File: src/grb_pkg.sv
// ----------------------------------------------------------------------------
// Gradient ramp builder package
// Widths, constants and shared types of the gradient ramp builder.
// ----------------------------------------------------------------------------
`default_nettype none

package grb_pkg;

    localparam int MAX_RAMP_DEF = 64;
    localparam int LEN_W        = 7;
    localparam int IDX_W        = 6;
    localparam int OFF_W        = 17;
    localparam int FRAC_W       = 16;
    localparam int COL_W        = 8;
    localparam int NCH          = 4;
    localparam int CH_W         = 2;
    localparam int DCNT_W       = 3;

    localparam logic [OFF_W-1:0] OFF_ONE         = 17'h10000;
    localparam logic [LEN_W-1:0] RAMP_LENGTH_RST = 7'd64;

    localparam int APB_ADDR_W = 3;
    localparam int APB_DATA_W = 32;

    // Register index, taken from the word address.
    localparam logic REG_RAMP_LENGTH = 1'b0;

    typedef logic [NCH-1:0][COL_W-1:0] t_color;

    typedef struct packed {
        logic             start;
        logic [COL_W-1:0] dividend;
        logic [LEN_W-1:0] divisor;
    } t_div_req;

    typedef struct packed {
        logic             done;
        logic [COL_W-1:0] quo;
        logic [LEN_W-1:0] rem;
    } t_div_rsp;

endpackage

`default_nettype wire

File: src/grb_cfg.sv
// ----------------------------------------------------------------------------
// Gradient ramp builder configuration registers
// APB-style register file holding the ramp length.
// ----------------------------------------------------------------------------
`default_nettype none

module grb_cfg (
    input  wire logic                                i_clk,
    input  wire logic                                i_rst_n,
    input  wire logic                                psel,
    input  wire logic                                penable,
    input  wire logic                                pwrite,
    input  wire logic [grb_pkg::APB_ADDR_W-1:0]      paddr,
    input  wire logic [grb_pkg::APB_DATA_W-1:0]      pwdata,
    output logic      [grb_pkg::APB_DATA_W-1:0]      prdata,
    output logic                                     pready,
    output logic      [grb_pkg::LEN_W-1:0]           o_ramp_length
);

    logic [grb_pkg::LEN_W-1:0] r_ramp_length;
    logic                      hit;

    assign hit = (paddr[grb_pkg::APB_ADDR_W-1] == grb_pkg::REG_RAMP_LENGTH);

    always_ff @(posedge i_clk) begin
        if (!i_rst_n) begin
            r_ramp_length <= grb_pkg::RAMP_LENGTH_RST;
        end else if (psel && penable && pwrite && hit) begin
            r_ramp_length <= pwdata[grb_pkg::LEN_W-1:0];
        end
    end

    always_comb begin
        prdata = '0;
        if (hit) begin
            prdata = {{(grb_pkg::APB_DATA_W-grb_pkg::LEN_W){1'b0}}, r_ramp_length};
        end
    end

    assign pready        = 1'b1;
    assign o_ramp_length = r_ramp_length;

endmodule

`default_nettype wire

File: src/grb_div.sv
// ----------------------------------------------------------------------------
// Gradient ramp builder slope divider
// Restoring divider, one quotient bit per cycle, shared by all channels.
// ----------------------------------------------------------------------------
`default_nettype none

module grb_div (
    input  wire logic              i_clk,
    input  wire logic              i_rst_n,
    input  wire grb_pkg::t_div_req i_req,
    output grb_pkg::t_div_rsp      o_rsp
);

    logic [grb_pkg::LEN_W-1:0]  r_rem, n_rem;
    logic [grb_pkg::COL_W-1:0]  r_quo, n_quo;
    logic [grb_pkg::LEN_W-1:0]  r_dvs, n_dvs;
    logic [grb_pkg::DCNT_W-1:0] r_cnt, n_cnt;
    logic                       r_busy, n_busy;
    logic                       r_done, n_done;
    logic [grb_pkg::LEN_W:0]    shifted;
    logic                       ge;

    assign shifted = {r_rem, r_quo[grb_pkg::COL_W-1]};
    assign ge      = (shifted >= {1'b0, r_dvs});

    always_comb begin
        n_rem  = r_rem;
        n_quo  = r_quo;
        n_dvs  = r_dvs;
        n_cnt  = r_cnt;
        n_busy = r_busy;
        n_done = 1'b0;
        if (i_req.start) begin
            n_rem  = '0;
            n_quo  = i_req.dividend;
            n_dvs  = i_req.divisor;
            n_cnt  = '0;
            n_busy = 1'b1;
        end else if (r_busy) begin
            // The partial remainder stays below the divisor, so it fits LEN_W bits.
            n_rem = ge ? grb_pkg::LEN_W'(shifted - {1'b0, r_dvs})
                       : grb_pkg::LEN_W'(shifted);
            n_quo = {r_quo[grb_pkg::COL_W-2:0], ge};
            n_cnt = r_cnt + 1'b1;
            if (r_cnt == grb_pkg::DCNT_W'(grb_pkg::COL_W - 1)) begin
                n_busy = 1'b0;
                n_done = 1'b1;
            end
        end
    end

    always_ff @(posedge i_clk) begin
        if (!i_rst_n) begin
            r_busy <= 1'b0;
            r_done <= 1'b0;
            r_cnt  <= '0;
        end else begin
            r_busy <= n_busy;
            r_done <= n_done;
            r_cnt  <= n_cnt;
        end
    end

    always_ff @(posedge i_clk) begin
        r_rem <= n_rem;
        r_quo <= n_quo;
        r_dvs <= n_dvs;
    end

    assign o_rsp.done = r_done;
    assign o_rsp.quo  = r_quo;
    assign o_rsp.rem  = r_rem;

endmodule

`default_nettype wire

File: src/gradient_ramp_builder.sv
// ----------------------------------------------------------------------------
// Gradient ramp builder
// Turns a stream of gradient stops into RGBA ramp entries.
// ----------------------------------------------------------------------------
//  Channel  Direction  Handshake            Moves
//  stop     in         i_valid / o_stall    one gradient stop per transaction
//  entry    out        o_valid / i_stall    one ramp entry per transaction
//  config   in         APB (psel, penable)  ramp_length register
//
// After a stop transaction, state S_MUL scales the clamped offset to an entry index
// and S_SETUP sets up the run. If the stop interpolates entries, the shared
// divider then works out the slope for each of the four channels in turn.
// Entries then leave one per cycle while the output register is free, at most 64.
// The stop port stalls until the last entry of a stop is in the output register.
// Reset clears the stop history and sets ramp_length to 64.
// ----------------------------------------------------------------------------
`default_nettype none

module gradient_ramp_builder #(
    parameter int MAX_RAMP = grb_pkg::MAX_RAMP_DEF
) (
    input  wire logic                            i_clk,
    input  wire logic                            i_rst_n,
    input  wire logic                            i_valid,
    output logic                                 o_stall,
    input  wire logic [grb_pkg::OFF_W-1:0]       i_stop_offset,
    input  wire logic [grb_pkg::COL_W-1:0]       i_stop_red,
    input  wire logic [grb_pkg::COL_W-1:0]       i_stop_green,
    input  wire logic [grb_pkg::COL_W-1:0]       i_stop_blue,
    input  wire logic [grb_pkg::COL_W-1:0]       i_stop_alpha,
    input  wire logic                            i_final_stop,
    output logic                                 o_valid,
    input  wire logic                            i_stall,
    output logic      [grb_pkg::IDX_W-1:0]       o_entry_index,
    output logic      [grb_pkg::COL_W-1:0]       o_out_red,
    output logic      [grb_pkg::COL_W-1:0]       o_out_green,
    output logic      [grb_pkg::COL_W-1:0]       o_out_blue,
    output logic      [grb_pkg::COL_W-1:0]       o_out_alpha,
    output logic                                 o_run_end,
    input  wire logic                            psel,
    input  wire logic                            penable,
    input  wire logic                            pwrite,
    input  wire logic [grb_pkg::APB_ADDR_W-1:0]  paddr,
    input  wire logic [grb_pkg::APB_DATA_W-1:0]  pwdata,
    output logic      [grb_pkg::APB_DATA_W-1:0]  prdata,
    output logic                                 pready
);

    localparam int LEN_W = grb_pkg::LEN_W;
    localparam int OFF_W = grb_pkg::OFF_W;
    localparam int COL_W = grb_pkg::COL_W;
    localparam int NCH   = grb_pkg::NCH;
    localparam int CH_W  = grb_pkg::CH_W;
    localparam int PRD_W = LEN_W + OFF_W;

    typedef enum logic [6:0] {
        S_IDLE     = 7'b0000001,
        S_MUL      = 7'b0000010,
        S_SETUP    = 7'b0000100,
        S_DIV_GO   = 7'b0001000,
        S_DIV_WAIT = 7'b0010000,
        S_INTERP   = 7'b0100000,
        S_FILL     = 7'b1000000
    } t_state;

    t_state r_state, n_state;

    // Stop history.
    logic                  r_have_stop, n_have_stop;
    logic [OFF_W-1:0]      r_prev_offset, n_prev_offset;
    logic [LEN_W-1:0]      r_prev_index, n_prev_index;
    grb_pkg::t_color       r_prev_col, n_prev_col;

    // Current stop.
    logic [OFF_W-1:0]      r_off, n_off;
    grb_pkg::t_color       r_dst, n_dst;
    logic                  r_fin, n_fin;
    logic [LEN_W-1:0]      r_len, n_len;
    logic [LEN_W-1:0]      r_idx, n_idx;
    logic [LEN_W-1:0]      r_cur, n_cur;
    logic [LEN_W-1:0]      r_n, n_n;
    logic [CH_W-1:0]       r_ch, n_ch;

    // Channel lanes: value, remainder, and the slope split into q and r parts.
    logic signed [COL_W:0]   r_d  [NCH];
    logic signed [COL_W:0]   n_d  [NCH];
    logic signed [COL_W+1:0] r_q  [NCH];
    logic signed [COL_W+1:0] n_q  [NCH];
    logic [LEN_W-1:0]        r_r  [NCH];
    logic [LEN_W-1:0]        n_r  [NCH];
    logic signed [COL_W:0]   r_qd [NCH];
    logic signed [COL_W:0]   n_qd [NCH];
    logic [LEN_W-1:0]        r_rd [NCH];
    logic [LEN_W-1:0]        n_rd [NCH];

    // Output register.
    logic                     r_ov, n_ov;
    logic [grb_pkg::IDX_W-1:0] r_o_idx, n_o_idx;
    grb_pkg::t_color          r_o_col, n_o_col;
    logic                     r_o_end, n_o_end;

    logic [LEN_W-1:0]      ramp_length;
    logic [OFF_W-1:0]      off_clamped;
    logic [OFF_W-1:0]      off_eff;
    logic [LEN_W-1:0]      len_eff;
    logic [PRD_W-1:0]      prod;
    logic [LEN_W-1:0]      base;
    grb_pkg::t_color       base_col;
    logic                  slot_free;
    logic                  fill_after;
    logic                  last_interp;
    logic signed [COL_W:0] dsel;
    logic [COL_W:0]        dmag;
    logic [COL_W:0]        qd_pos;
    logic [LEN_W:0]        rsum [NCH];
    logic                  carry [NCH];

    grb_pkg::t_div_req div_req;
    grb_pkg::t_div_rsp div_rsp;

    grb_cfg u_cfg (
        .i_clk         (i_clk),
        .i_rst_n       (i_rst_n),
        .psel          (psel),
        .penable       (penable),
        .pwrite        (pwrite),
        .paddr         (paddr),
        .pwdata        (pwdata),
        .prdata        (prdata),
        .pready        (pready),
        .o_ramp_length (ramp_length)
    );

    grb_div u_div (
        .i_clk   (i_clk),
        .i_rst_n (i_rst_n),
        .i_req   (div_req),
        .o_rsp   (div_rsp)
    );

    assign o_stall = (r_state != S_IDLE);

    assign off_clamped = (i_stop_offset > grb_pkg::OFF_ONE) ? grb_pkg::OFF_ONE
                                                            : i_stop_offset;
    assign off_eff = (r_have_stop && (off_clamped < r_prev_offset)) ? r_prev_offset
                                                                   : off_clamped;

    always_comb begin
        if (ramp_length == '0) begin
            len_eff = LEN_W'(1);
        end else if (ramp_length > LEN_W'(MAX_RAMP)) begin
            len_eff = LEN_W'(MAX_RAMP);
        end else begin
            len_eff = ramp_length;
        end
    end

    assign prod = PRD_W'(r_len) * PRD_W'(r_off);

    // The first stop of a gradient acts as its own predecessor.
    assign base     = r_have_stop ? r_prev_index : '0;
    assign base_col = r_have_stop ? r_prev_col : r_dst;

    assign slot_free   = !r_ov || !i_stall;
    assign fill_after  = r_fin && (r_idx < r_len);
    assign last_interp = (r_cur == (r_idx - 1'b1));

    assign dsel   = r_d[r_ch];
    assign dmag   = dsel[COL_W] ? (COL_W+1)'(-dsel) : (COL_W+1)'(dsel);
    assign qd_pos = {1'b0, div_rsp.quo};

    always_comb begin
        for (int c = 0; c < NCH; c++) begin
            rsum[c]  = {1'b0, r_r[c]} + {1'b0, r_rd[c]};
            carry[c] = (rsum[c] >= {1'b0, r_n});
        end
    end

    always_comb begin
        n_state       = r_state;
        n_have_stop   = r_have_stop;
        n_prev_offset = r_prev_offset;
        n_prev_index  = r_prev_index;
        n_prev_col    = r_prev_col;
        n_off         = r_off;
        n_dst         = r_dst;
        n_fin         = r_fin;
        n_len         = r_len;
        n_idx         = r_idx;
        n_cur         = r_cur;
        n_n           = r_n;
        n_ch          = r_ch;
        n_d           = r_d;
        n_q           = r_q;
        n_r           = r_r;
        n_qd          = r_qd;
        n_rd          = r_rd;
        n_ov          = r_ov && i_stall;
        n_o_idx       = r_o_idx;
        n_o_col       = r_o_col;
        n_o_end       = r_o_end;

        div_req.start    = 1'b0;
        div_req.dividend = dmag[COL_W-1:0];
        div_req.divisor  = r_n;

        case (r_state)
            S_IDLE: begin
                if (i_valid) begin
                    n_off   = off_eff;
                    n_dst   = {i_stop_alpha, i_stop_blue, i_stop_green, i_stop_red};
                    n_fin   = i_final_stop;
                    n_len   = len_eff;
                    n_state = S_MUL;
                end
            end
            S_MUL: begin
                n_idx   = prod[grb_pkg::FRAC_W +: LEN_W];
                n_state = S_SETUP;
            end
            S_SETUP: begin
                n_cur = base;
                if (r_idx > base) begin
                    n_n  = r_idx - base;
                    n_ch = '0;
                    for (int c = 0; c < NCH; c++) begin
                        n_d[c] = $signed({1'b0, r_dst[c]}) - $signed({1'b0, base_col[c]});
                        n_q[c] = $signed({2'b00, base_col[c]});
                        n_r[c] = '0;
                    end
                    n_state = S_DIV_GO;
                end else if (fill_after) begin
                    n_cur   = r_idx;
                    n_state = S_FILL;
                end else begin
                    n_state = S_IDLE;
                end
                // The history moves on now; the lanes already hold what they need.
                n_prev_col    = r_dst;
                n_prev_index  = r_fin ? '0 : r_idx;
                n_prev_offset = r_fin ? '0 : r_off;
                n_have_stop   = !r_fin;
            end
            S_DIV_GO: begin
                div_req.start = 1'b1;
                n_state       = S_DIV_WAIT;
            end
            S_DIV_WAIT: begin
                if (div_rsp.done) begin
                    // Turn the magnitude quotient into a floor quotient with a
                    // remainder in 0..n-1.
                    if (!dsel[COL_W]) begin
                        n_qd[r_ch] = $signed(qd_pos);
                        n_rd[r_ch] = div_rsp.rem;
                    end else if (div_rsp.rem == '0) begin
                        n_qd[r_ch] = $signed(~qd_pos + 1'b1);
                        n_rd[r_ch] = '0;
                    end else begin
                        n_qd[r_ch] = $signed(~qd_pos);
                        n_rd[r_ch] = r_n - div_rsp.rem;
                    end
                    if (r_ch == CH_W'(NCH - 1)) begin
                        n_state = S_INTERP;
                    end else begin
                        n_ch    = r_ch + 1'b1;
                        n_state = S_DIV_GO;
                    end
                end
            end
            S_INTERP: begin
                if (slot_free) begin
                    n_ov    = 1'b1;
                    n_o_idx = r_cur[grb_pkg::IDX_W-1:0];
                    for (int c = 0; c < NCH; c++) begin
                        n_o_col[c] = r_q[c][COL_W-1:0];
                        n_r[c]     = carry[c] ? LEN_W'(rsum[c] - {1'b0, r_n})
                                              : LEN_W'(rsum[c]);
                        n_q[c]     = r_q[c] + {r_qd[c][COL_W], r_qd[c]}
                                   + {{(COL_W+1){1'b0}}, carry[c]};
                    end
                    n_o_end = last_interp && !fill_after;
                    n_cur   = r_cur + 1'b1;
                    if (last_interp) begin
                        n_state = fill_after ? S_FILL : S_IDLE;
                    end
                end
            end
            S_FILL: begin
                if (slot_free) begin
                    n_ov    = 1'b1;
                    n_o_idx = r_cur[grb_pkg::IDX_W-1:0];
                    n_o_col = r_dst;
                    n_o_end = (r_cur == (r_len - 1'b1));
                    n_cur   = r_cur + 1'b1;
                    if (r_cur == (r_len - 1'b1)) begin
                        n_state = S_IDLE;
                    end
                end
            end
            default: begin
                n_state = S_IDLE;
            end
        endcase
    end

    always_ff @(posedge i_clk) begin
        if (!i_rst_n) begin
            r_state       <= S_IDLE;
            r_have_stop   <= 1'b0;
            r_prev_offset <= '0;
            r_prev_index  <= '0;
            r_prev_col    <= '0;
            r_ov          <= 1'b0;
            r_ch          <= '0;
        end else begin
            r_state       <= n_state;
            r_have_stop   <= n_have_stop;
            r_prev_offset <= n_prev_offset;
            r_prev_index  <= n_prev_index;
            r_prev_col    <= n_prev_col;
            r_ov          <= n_ov;
            r_ch          <= n_ch;
        end
    end

    always_ff @(posedge i_clk) begin
        r_off   <= n_off;
        r_dst   <= n_dst;
        r_fin   <= n_fin;
        r_len   <= n_len;
        r_idx   <= n_idx;
        r_cur   <= n_cur;
        r_n     <= n_n;
        r_d     <= n_d;
        r_q     <= n_q;
        r_r     <= n_r;
        r_qd    <= n_qd;
        r_rd    <= n_rd;
        r_o_idx <= n_o_idx;
        r_o_col <= n_o_col;
        r_o_end <= n_o_end;
    end

    assign o_valid       = r_ov;
    assign o_entry_index = r_o_idx;
    assign o_out_red     = r_o_col[0];
    assign o_out_green   = r_o_col[1];
    assign o_out_blue    = r_o_col[2];
    assign o_out_alpha   = r_o_col[3];
    assign o_run_end     = r_o_end;

endmodule

`default_nettype wire

File: config.mk
export PLATFORM = sky130hd
export DESIGN_NAME = gradient_ramp_builder
export DESIGN_NICKNAME = d
export VERILOG_FILES = /design/src/grb_pkg.sv /design/src/grb_cfg.sv /design/src/grb_div.sv /design/src/gradient_ramp_builder.sv
export SDC_FILE = /design/constraint.sdc
export NUM_CORES = 1
export LEC_CHECK = 0
export BUFFER_PORTS_ARGS = -buffer_cell sky130_fd_sc_hd__buf_2
export CAP_MARGIN = 20
export CORE_MARGIN = 4
export CORE_UTILIZATION = 35
export CTS_CLUSTER_DIAMETER = 50
export CTS_CLUSTER_SIZE = 40
export DETAILED_ROUTE_END_ITERATION = 8
export SLEW_MARGIN = 10
export SYNTH_ARGS = -nofsm -noshare
export SYNTH_HDL_FRONTEND = slang
export SYNTH_HIERARCHICAL = 1
export SYNTH_SLANG_ARGS = --single-unit
File: constraint.sdc
create_clock -name i_clk -period 9.35 [get_ports i_clk]
set_clock_uncertainty 0.05 [all_clocks]
set_input_delay 0 -clock i_clk [delete_from_list [all_inputs] [get_ports i_clk]]
set_output_delay 0 -clock i_clk [all_outputs]
set_load 0.005 [all_outputs]
==> After elaboration in Yosys (flattened, before gate mapping) <==
Cells that the tools add are included.
{ "word_totals": {"inputBits": 92, "out_inout_bits": 74, "register_bits": 386} }
{ "classes": {"eq_ne": 21, "order_cmp": 12, "reduce_logical": 33, "mul": 1, "addsub": 30, "bitwise": 7, "mux": 69} }
{ "ops": {"columns": ["operator", "count"], "rows": [
  ["$mux 7", 21],
  ["$mux 28", 4],
  ["$bwmux 36", 3],
  ["$mux 32", 3],
  ["$mux 40", 2],
  ["$pmux 40 s2", 1],
  ["$mux 36", 2],
  ["$pmux 32 s2", 1],
  ["$bwmux 28", 2],
  ["$pmux 28 s2", 1],
  ["$mux 17", 3],
  ["$pmux 7 s7", 1],
  ["$sub 7x7->7", 7],
  ["$add 10x1->10", 4],
  ["$add 10x10->10", 4],
  ["$ge 8x7->1", 5],
  ["$sub 8x8->9", 4],
  ["$add 7x7->8", 4],
  ["$and 28x28->28", 1],
  ["$not 28->28", 1],
  ["$mux 9", 3],
  ["$mux 8", 3],
  ["$mul 7x17->23", 1],
  ["$bmux 9 s2", 1],
  ["other kinds (48)", 91]
]} }

==> Logic depth before layout (Yosys ltp) <==
Gate-level depths: netlist of the first run.
{ "logic_depth": {"ltp_word": 9, "mapped_depth": 21} }

==> Hierarchy <==
The synthesis of the first run kept the hierarchy.
{ "modules_own_cells": {"columns": ["mod", "cells_per_inst", "seq_area_each_um2", "area_each_um2", "n_inst"], "rows": [
  ["gradient_ramp_builder", 2285, 9539.1, 23467.5, 1],
  ["grb_div", 146, 690.7, 1560.2, 1],
  ["grb_cfg", 66, 140.1, 556.8, 1]
]} }

==> Least setup slack after synthesis of the first run <==
OpenSTA, ideal clock, no wires.
{ "synth_path": {"path_type": "register -> register", "startpoint": "register r_have_stop", "endpoint": "register r_q[0] (netlist bit), enable pin", "synth_period_minus_slack_ns": 6.818, "arrival_time_ns": 6.352, "setup_time_ns": 0.416, "stages_incl_launch_ff": 10, "n_path_buf": 2, "path_slack_ns": 2.532, "cell_sequence": "dfxtp_1 clkbuf_1 clkbuf_1 nand2_1 ha_1 nor2b_1 o31a_1 o21ai_0 nor3_1 a21o_1"} }
{ "synth_between": {"elab_chain_cells": 4} }
{ "synth_rtl": {"columns": ["item", "line", "text"], "rows": [
  ["start, declared", "gradient_ramp_builder.sv:69", "logic r_have_stop, n_have_stop;"],
  ["start signal, assigned", "gradient_ramp_builder.sv:317", "r_have_stop <= n_have_stop;"],
  ["$mux 7", "gradient_ramp_builder.sv:161", "assign base = r_have_stop ? r_prev_index : '0;"],
  ["$gt 7x7->1", "gradient_ramp_builder.sv:223", "if (r_idx > base) begin"],
  ["$ne 2x2->1 (no source line)", null, null],
  ["$reduce_and 3->1 (no source line)", null, null],
  ["end signal, assigned", "gradient_ramp_builder.sv:335", "r_q <= n_q;"],
  ["end, declared", "gradient_ramp_builder.sv:87", "logic signed [COL_W+1:0] r_q [NCH];"]
]} }
No other way between the ends.
A chain may end at the register's enable or synchronous reset.

==> Worst setup path in the final report of the first run <==
{ "layout_path": {"startpoint": "register r_len[4]", "endpoint": "register r_idx[4] (data pin)"} }
{ "layout_between": {"elab_chain_cells": 1} }
{ "layout_rtl": {"columns": ["item", "line", "text"], "rows": [
  ["start, declared", "gradient_ramp_builder.sv:78", "logic [LEN_W-1:0] r_len, n_len;"],
  ["start signal, assigned", "gradient_ramp_builder.sv:330", "r_len <= n_len;"],
  ["$mul 7x17->23", "gradient_ramp_builder.sv:158", "assign prod = PRD_W'(r_len) * PRD_W'(r_off);"],
  ["net prod[20]", "gradient_ramp_builder.sv:106", "logic [PRD_W-1:0] prod;"],
  ["end signal, assigned", "gradient_ramp_builder.sv:331", "r_idx <= n_idx;"],
  ["end, declared", "gradient_ramp_builder.sv:79", "logic [LEN_W-1:0] r_idx, n_idx;"]
]} }
The timed path passes the listed nets, and every way through them passes these cells.

==> results.toml, run 1 <==
[synth]
synth_flop_cell = "edfxtp_1"
synthCells = 2497
synth_edf_count = 288
synth.distinct_cells = 84
async_flop_share = 0
avgSynthCellArea_um2 = 10.2
synth-seq-area-share = 0.405
ys_ff_latch = 374
syn_area_um2 = 25600
yosysWarnings = 6

[timing]
worst_pin_slew_ps = 1070
setup-tns-final_ps = 0
period_needed_ps = 5560
slew_viol_final = 0
rsz0062_at_grt = "false"
fin_crit_sh = 0.595
max_slew_margin = 0.276
max_freq_mhz = 180
finalSetupViolCount = 0
hold_viol = 0

[floorplan]
initial_core_util = 0.355
die_x_um = 278
die_y_um = 278
core_area_um2 = 72000
rows = 98
io_pins = 166
die-area_um2 = 77500

[clock_network]
cts_buffers = 52
cts_buffer_depth = 3
cts-root-buf = "clkbuf_16"
path_clk_slew_ps = 70
cts.sinks = 374
cts_tree = "yes"
post_cts_buffers = 0
htreeDepth = 2
clock_latency_ps = 620

[global_routing]
overflow = 0
antenna_found_initial = 2
track_usage = 0.168
grt_pass1_wl_mm = 106
grt_pass1_vias = 19500
grt_max_degree = 81

[critical_path]
cp.required_ps = 9630
arrival_ps = 5850
rr_worst_depth = 15
critPathKind = "register to register"
crit_path_max_fanout = 21
timing.reg2reg.setup_slack_ps = 3790
setup.worst_path.end_class = "register"
worst_r2r_endpoint = "r_idx[4]"
crit_path_start_kind = "register"
r2r-start = "r_len[4]"

[layout]
fin_nets = 3046
n_fill_cell = 6766
drive_above_1_share = 0.118
syn2layout_area_growth_pct = 15.5
final_cells = 3651

[hold_path]
whs_endpoint = "r_dst[2]"
holdCritPathClass = "input port to register"
hold_depth = 2
min_from = "i_stop_red[2]"

[place]
dpl.cell_count = 3477
place_congestion = 0.845
hpwl_mm = 46.3
port_buffers = 112

[routing]
drc_errors = 0
dr.first_iter.drc_count = 1327
finalWirelength_mm = 66.2
ant_nets = 0
num_vias = 19000
firstDrtPassIters = 7
via_per_inst = 5.22
wl_per_cell_um = 18.1

[run]
drv_cap = 0

[power_and_ir_drop]
powerDensity_nw_per_um2 = 212
vdd_ir_drop_max_mv = 0.182
p_leak_uw = 0.0117

[outcome]
status = "finished clean"
cells in the mapped netlist (7+ instances only):
library cell  number  area share
edfxtp_1         288        0.34
nand2_1          277       0.041
inv_1            206       0.030
ha_1             203       0.099
a21oi_1          171       0.033
nor2_1           119       0.017
xnor2_1          100       0.034
and2_1            95       0.023
fa_1              95       0.074
o21ai_0           92       0.018
clkbuf_1          89       0.013
dfxtp_1           86       0.067
mux2i_1           68       0.027
a21o_1            54       0.016
nor2b_1           52       0.013
mux2_2            43       0.019
xor2_1            39       0.013
nor3_1            36      0.0070
nand3_1           34      0.0067
buf_4             27      0.0079
o21bai_1          24      0.0070
nand3b_1          23      0.0067
nand2b_1          21      0.0051
a211oi_1          20      0.0059
o21a_1            17      0.0050
nand4_1           15      0.0037
a311o_1           13      0.0051
or3_1             13      0.0032
and3_1            11      0.0027
nor4_1            10      0.0024
o211ai_1          10      0.0029
a22o_1             8      0.0027
mux4_2             8      0.0070
nor3b_1            8      0.0023
o221ai_1           8      0.0027
a21boi_0           7      0.0021
and2b_2            7      0.0024
power breakdown:
group          total [µW]  switching, µW  leakage [µW]  internal, µW
combinational        2190           1260       0.00761           929
sequential           2080            127       0.00326          1950
clock                2000            864      0.000849          1130
worst max path at each step:
stage / from / endpoint / slack, ps / cells past startpoint
floorplan: r_have_stop / r_q[0] / 2530 / 9
global placement: r_len[2] / r_idx[4] / 3890 / 15
detailed placement: r_len[2] / r_idx[3] / 3730 / 15
CTS: r_len[2] / r_idx[3] / 3700 / 15
global route: r_rd[22] / r_q[36] / 3410 / 20
finish: r_len[4] / r_idx[4] / 3790 / 15
worst max-delay path, stage by stage, from the launching register on:
cell and delay (ps):
edfxtp_1 840, and2_1 250, fa_1 440, fa_1 520
fa_1 550, inv_1 60, fa_1 540, inv_1 50
ha_1 310, a211oi_1 310, nand2_1 80, o31ai_1 400
nand2b_1 150, a311oi_1 460, o31ai_1 140, xor2_1 150
registers in the layout (all words and copies together), names as in the netlist, 8 cells and up:
register,cells
o_out_red,8
o_out_alpha,8
r_r,28
o_out_blue,8
r_q,32
u_div/r_quo,8
r_qd,32
o_out_green,8
r_d,36
r_off,17
r_rd,28
r_dst,32
r_prev_offset,17
r_prev_col,32
routing by layer:
layer,GRT usage,routed length (µm),share of wire
met1,0.226,30000,0.45
met2,0.278,31400,0.47
met3,0.0253,2980,0.045
met4,0.0532,1870,0.028
met5,0,0,0
cell families after synthesis:
| family | synth area share |
|---|---|
| adder cells (fa/ha/maj) | 0.174 |
| flip-flops | 0.405 |
| XOR/XNOR | 0.0476 |
| multiplexers | 0.0543 |
| AO/OA/AOI/OAI | 0.122 |
| other | 0.000294 |
| AND/OR/NAND/NOR | 0.143 |
| buffers and inverters | 0.0537 |
cells in the final DEF (no fill, tap or decap), drive strengths merged, types with 10 or more instances in the layout:
cell and instances:
a211oi 21, a21o 54, a21oi 171, a311o 13
and2 96, and3 11, buf 133, clkbuf 58
clkinv 17, conb 26, dfxtp 86, dlygate4sd3 75
edfxtp 288, fa 95, ha 203, inv 220
mux2 46, mux2i 68, nand2 277, nand2b 22
nand3 35, nand3b 23, nand4 15, nor2 119
nor2b 52, nor3 36, nor4 10, o211ai 10
o21a 17, o21ai 96, o21bai 24, or3 13
xnor2 100, xor2 39
stage by stage:
step	total power, µW	setup WS (ps)	util	hold slack (ps)	area [µm²]
CTS	6330	3700	0.411	7.36	29600
floorplan	3740	2530	-	28.6	25700
global placement	4220	3890	0.375	127	27000
detailed placement	4290	3730	0.376	128	27000
finish	6260	3790	0.411	45.9	29600
global route	6740	3410	0.411	19.9	29600
cell type report:
type                       count  area [µm²]  share of cell area
clock buffer                  58        1340              0.0455
tap                          950        1190              0.0402
antenna                        2        5.00            0.000169
clock inverter                39         419              0.0142
multi-input combinational   1814       14000               0.473
inverter                     206         773              0.0262
sequential                   374       10400               0.351
timing repair buffer         208        1480              0.0499
timing repair:
action | CTS | global route
gates resized for setup | 0 | 0
hold buffers | 75 | 0
endpoints found under the hold margin | 99 | 0
Note: power is estimated with default switching activity, not from simulation.
==> run 2: changes to the inputs <==
==> constraint.sdc (replaced) <==
create_clock -name i_clk -period 5.4 [get_ports i_clk]
set_clock_uncertainty 0.05 [all_clocks]
set_input_delay 0 -clock i_clk [delete_from_list [all_inputs] [get_ports i_clk]]
set_output_delay 0 -clock i_clk [all_outputs]
set_load 0.005 [all_outputs]
==> run 2 against run 1 <==
Net effect: power increased by 80%; critical endpoint is now r_idx[6]; first-iteration DRC count rose by 1.1%; worst setup slack got worse by 3500 ps; count of clock-buffer cells in the layout shrank 4; highest routed layer is now met5.
==> results.toml, run 2 (synthesis gave the netlist of run 1 again) <==
[routing]
dr.first_iter.drc_count = 1342
drc_errors = 0
firstDrtPassIters = 5
via_per_inst = 5.22
wl_per_cell_um = 18.2
finalWirelength_mm = 66.9
ant_nets = 0
num_vias = 19200

[clock_network]
clock_latency_ps = 630
path_clk_slew_ps = 70
cts-root-buf = "clkbuf_16"
cts_buffer_depth = 3
cts_buffers = 52
htreeDepth = 2
cts.sinks = 374
cts_tree = "yes"

[global_routing]
track_usage = 0.168
grt_pass1_vias = 19400
antenna_found_initial = 3
overflow = 0
grt_max_degree = 81
grt_pass1_wl_mm = 106

[layout]
antenna_cells = 0
largest_register_ffs = 36
syn2layout_area_growth_pct = 17.1
final_cell_mix = "edfxtp_1 (288), nand2_1 (277), inv_1 (205), ha_1 (203), a21oi_1 (171)"
fin_nets = 3072
regMostFlops = "r_d"
drive_above_1_share = 0.128
mostFrequentLayoutCell = "edfxtp_1"

[floorplan]
die-area_um2 = 77500
initial_core_util = 0.355
die_y_um = 278
rows = 98
die_x_um = 278
io_pins = 166
core_area_um2 = 72000

[timing]
fin_crit_sh = 0.945
worst_pin_slew_ps = 1060
finalSetupViolCount = 0
period_needed_ps = 5100
hold_viol = 0
slew_viol_final = 0
max_slew_margin = 0.295
setup-tns-final_ps = 0
rsz0062_at_grt = "false"
hold_ws_ps = 31.3
max_freq_mhz = 196

[critical_path]
startpoint = "r_len[4]"
worst_r2r_endpoint = "r_idx[6]"
crit_path_max_fanout = 8
cp.required_ps = 5700
setup.worst_path.end_class = "register"
rr_worst_depth = 18
cp_slowest_cell = "fa_1"
r2r-start = "r_len[4]"
critPathMaxStageDelay_ps = 530
critPathKind = "register to register"
timing.reg2reg.setup_slack_ps = 300
arrival_ps = 5400
crit_path_start_kind = "register"
worstPathCellList = "buf_4, and2_1, fa_1, inv_1, fa_1, inv_1, fa_1, inv_1, fa_1, inv_1, ha_1, a21oi_1, a21oi_1, a311oi_1, o21ai_0, a31o_2, a31oi_1, xnor2_1"

[place]
hpwl_mm = 48.0
port_buffers = 112
place_congestion = 0.864

[power_and_ir_drop]
vdd_ir_drop_max_mv = 0.338
powerDensity_nw_per_um2 = 376
p_leak_uw = 0.0121

[hold_path]
hold_depth = 2
whs_endpoint = "r_dst[21]"
holdCritPathClass = "input port to register"
min_from = "i_stop_blue[5]"

[outcome]
status = "finished clean"

[run]
drv_cap = 0
## run 2: worst max-delay path: cells and delay by family, from the launching register on
family,cells,cell delay (ps)
flip-flops,1,500
buffers and inverters,5,440
adder cells (fa/ha/maj),5,2440
AO/OA/AOI/OAI,6,1190
XOR/XNOR,1,80
AND/OR/NAND/NOR,1,150
## run 2: what timing repair did
action,CTS,global route
endpoints found under the setup margin,0,7
setup buffers,0,5
gates resized for setup,0,5
hold buffers,75,0
hold endpoints to repair,96,0
## run 2: layout make-up
type | instances | area (µm²)
well taps | 950 | 1190
repair buffers | 234 | 1690
flip-flops and latches | 374 | 10400
fillers | 6774 | 42000
multi-input cells | 1814 | 14000
clock inverters | 44 | 606
inverters | 206 | 773
clock buffers | 54 | 1330
## run 2: stage by stage
step                area [µm²]  setup slack [ps]  cells  power (µW)   util
global route             30000              18.2   3676       12000  0.416
detailed placement       27200               160   3495        7470  0.378
global placement         27200               229   3494        7350  0.377
finish                   30000               295   3676       11300  0.416
CTS                      29900               134   3668       11300  0.415
floorplan                25700               430   2521        6450      -
## run 2: how the worst max path moves through the flow
stage | endpoint | slack, ps | cells past startpoint
4_1_cts | r_idx[3] | 130 | 16
5_1_grt | r_idx[6] | 20 | 18
3_5_place_dp | r_idx[3] | 160 | 16
2_1_floorplan | r_idx[6] | 430 | 17
3_3_place_gp | r_idx[3] | 230 | 16
6_report | r_idx[6] | 300 | 18
## run 2: where the power goes
group          total, µW  switching (µW)  internal (µW)
registers           3550             173           3370
logic               3960            2290           1680
clock network       3760            1510           2250
total              11300            3970           7300
## run 2: metal layers
metal | GRT usage | vias up | share of wire
met1 | 0.226 | 9439 | 0.44
met5 | 0 | - | 0.00019
met3 | 0.0235 | 113 | 0.055
met4 | 0.0490 | 2 | 0.025
li1 | - | 9115 | -
met2 | 0.282 | 507 | 0.48
==> run 3: changes to the inputs <==
==> constraint.sdc (replaced) <==
create_clock -name i_clk -period 5.4 [get_ports i_clk]
set_clock_uncertainty 0.05 [all_clocks]
set_input_delay 0.81 -clock i_clk [delete_from_list [all_inputs] [get_ports i_clk]]
set_output_delay 0.81 -clock i_clk [all_outputs]
set_load 0.005 [all_outputs]
==> run 3 against run 2 <==
Net effect: power decreased by 4.2%; worst hold slack improved by 280 ps; register-to-register slack got worse by 20 ps; sequential power about the same; sequential share of layout area increased by 1.1 points; wire length decreased by 2.2%; critical path depth decreased by 1; critical endpoint is now r_q[17]; cell count decreased by 2.2%.
==> results.toml, run 3 (synthesis gave the netlist of run 1 again) <==
[outcome]
status = "finished clean"

[global_routing]
antenna_found_initial = 1
grt_max_degree = 81
grt_pass1_wl_mm = 105
track_usage = 0.165
grt_pass1_vias = 19200
overflow = 0

[timing]
max_freq_mhz = 195
finalSetupViolCount = 0
period_needed_ps = 5130
worst_pin_slew_ps = 1060
rsz0062_at_grt = "false"
max_slew_margin = 0.289
fin_crit_sh = 0.950
slew_viol_final = 0
setup-tns-final_ps = 0
hold_viol = 0

[floorplan]
die_y_um = 278
io_pins = 166
initial_core_util = 0.355
die-area_um2 = 77500
core_area_um2 = 72000
die_x_um = 278
rows = 98

[place]
port_buffers = 112
place_congestion = 0.853
hpwl_mm = 48.1
dpl.cell_count = 3501

[clock_network]
cts-root-buf = "clkbuf_16"
htreeDepth = 2
cts_buffers = 48
cts_tree = "yes"
cts.sinks = 374
postCtsHoldBufs = 0
clock_latency_ps = 610
cts_buffer_depth = 3
path_clk_slew_ps = 70

[layout]
antenna_cells = 0
fin_nets = 2996
syn2layout_area_growth_pct = 13.4
final_cell_mix = "edfxtp_1 (288), nand2_1 (277), inv_1 (205), ha_1 (203), a21oi_1 (171)"
drive_above_1_share = 0.127
final_cells = 3596
n_fill_cell = 6909
mostFrequentLayoutCell = "edfxtp_1"
largest_register_ffs = 36
regMostFlops = "r_d"

[routing]
firstDrtPassIters = 5
wl_per_cell_um = 18.2
via_per_inst = 5.22
drc_errors = 0
num_vias = 18800
ant_nets = 0
dr.first_iter.drc_count = 1166
finalWirelength_mm = 65.4

[critical_path]
worstPathCellList = "ha_1, fa_1, xor2_1, ha_1, a21o_1, a21oi_1, o21bai_1, a211oi_1, o221ai_2, fa_1, a21o_1, a21oi_1, o21bai_1, a2111oi_0, nor3_1, xnor2_1, mux2i_1"
setup.worst_path.end_class = "register"
cp_slowest_cell = "a2111oi_0"
arrival_ps = 5410
critPathMaxStageDelay_ps = 490
crit_buf_inv = 0
crit_path_max_fanout = 4
crit_path_start_kind = "register"
critPathKind = "register to register"
critPathTopFamily = "compound AO/OA/AOI/OAI gates"
cp.required_ps = 5680

[hold_path]
holdCritPathClass = "input port to register"

[run]
drv_cap = 0

[power_and_ir_drop]
vdd_ir_drop_max_mv = 0.288
finalPower_uw = 10800
p_leak_uw = 0.0116
powerDensity_nw_per_um2 = 372
==> run 3: cell types whose count changed in the layout (fill, tap and decap cells not counted), moves of 3 or more <==
| cell | previous run | this run |
|---|---|---|
| inv_12 | 0 | 3 |
| clkbuf_1 | 0 | 8 |
| buf_4 | 43 | 48 |
| inv_6 | 8 | 4 |
| clkbuf_16 | 52 | 48 |
| clkinv_4 | 7 | 3 |
| bufinv_16 | 8 | 3 |
| dlygate4sd3_1 | 75 | 0 |
==> run 3: per-layer routing <==
layer | GRT usage | vias up | share of wire
met5 | 0 | - | 0
met4 | 0.0354 | 0 | 0.018
li1 | - | 8947 | -
met3 | 0.0246 | 87 | 0.051
met2 | 0.279 | 453 | 0.47
met1 | 0.227 | 9278 | 0.46
==> run 3: through the flow <==
step / hold slack [ps] / util / setup WS [ps] / cell area (µm²)
global route: 277 / 0.403 / 0.535 / 29000
finish: 312 / 0.403 / 272 / 29000
floorplan: 374 / - / 430 / 25700
global placement: 389 / 0.378 / 139 / 27200
detailed placement: 396 / 0.378 / 133 / 27200
CTS: 277 / 0.402 / 124 / 29000
==> run 3: path summary, 6_finish.rpt <==
kind                    from        endpoint  slack, ps  cells past startpoint
max                  r_rd[7]         r_q[17]        270                     17
min          i_stop_green[2]       r_dst[10]        310                      1
max reg2reg          r_rd[7]         r_q[17]        270                     17
min reg2reg   r_prev_col[14]  r_prev_col[14]        410                      2
==> run 3: power by group <==
group          switching [µW]  total (µW)  internal [µW]  leakage [µW]
Sequential                173        3550           3370       0.00333
Clock                    1480        3380           1900      0.000828
Combinational            2240        3870           1630       0.00749
==> run 3: area by class of cell <==
| cell class | count | area (µm²) | share of cell area |
|---|---|---|---|
| clock buffers | 57 | 1240 | 0.0429 |
| multi-input cells | 1814 | 14000 | 0.483 |
| repair buffers | 162 | 946 | 0.0326 |
| well taps | 950 | 1190 | 0.0410 |
| flip-flops and latches | 374 | 10400 | 0.358 |
| clock inverters | 33 | 482 | 0.0166 |
| inverters | 206 | 773 | 0.0267 |
==> run 3: worst register-to-register path, stage by stage (launching register included) <==
cell and delay [ps]:
edfxtp_1 430, ha_1 240, fa_1 410, xor2_1 270
ha_1 330, a21o_1 190, a21oi_1 220, o21bai_1 110
a211oi_1 370, o221ai_2 220, fa_1 480, a21o_1 210
a21oi_1 250, o21bai_1 130, a2111oi_0 490, nor3_1 140
xnor2_1 190, mux2i_1 110
==> run 3: what timing repair did <==
item	4_1_cts	5_1_grt
setup buffers	0	3
gates resized for setup	0	3
setup endpoints to repair	0	3
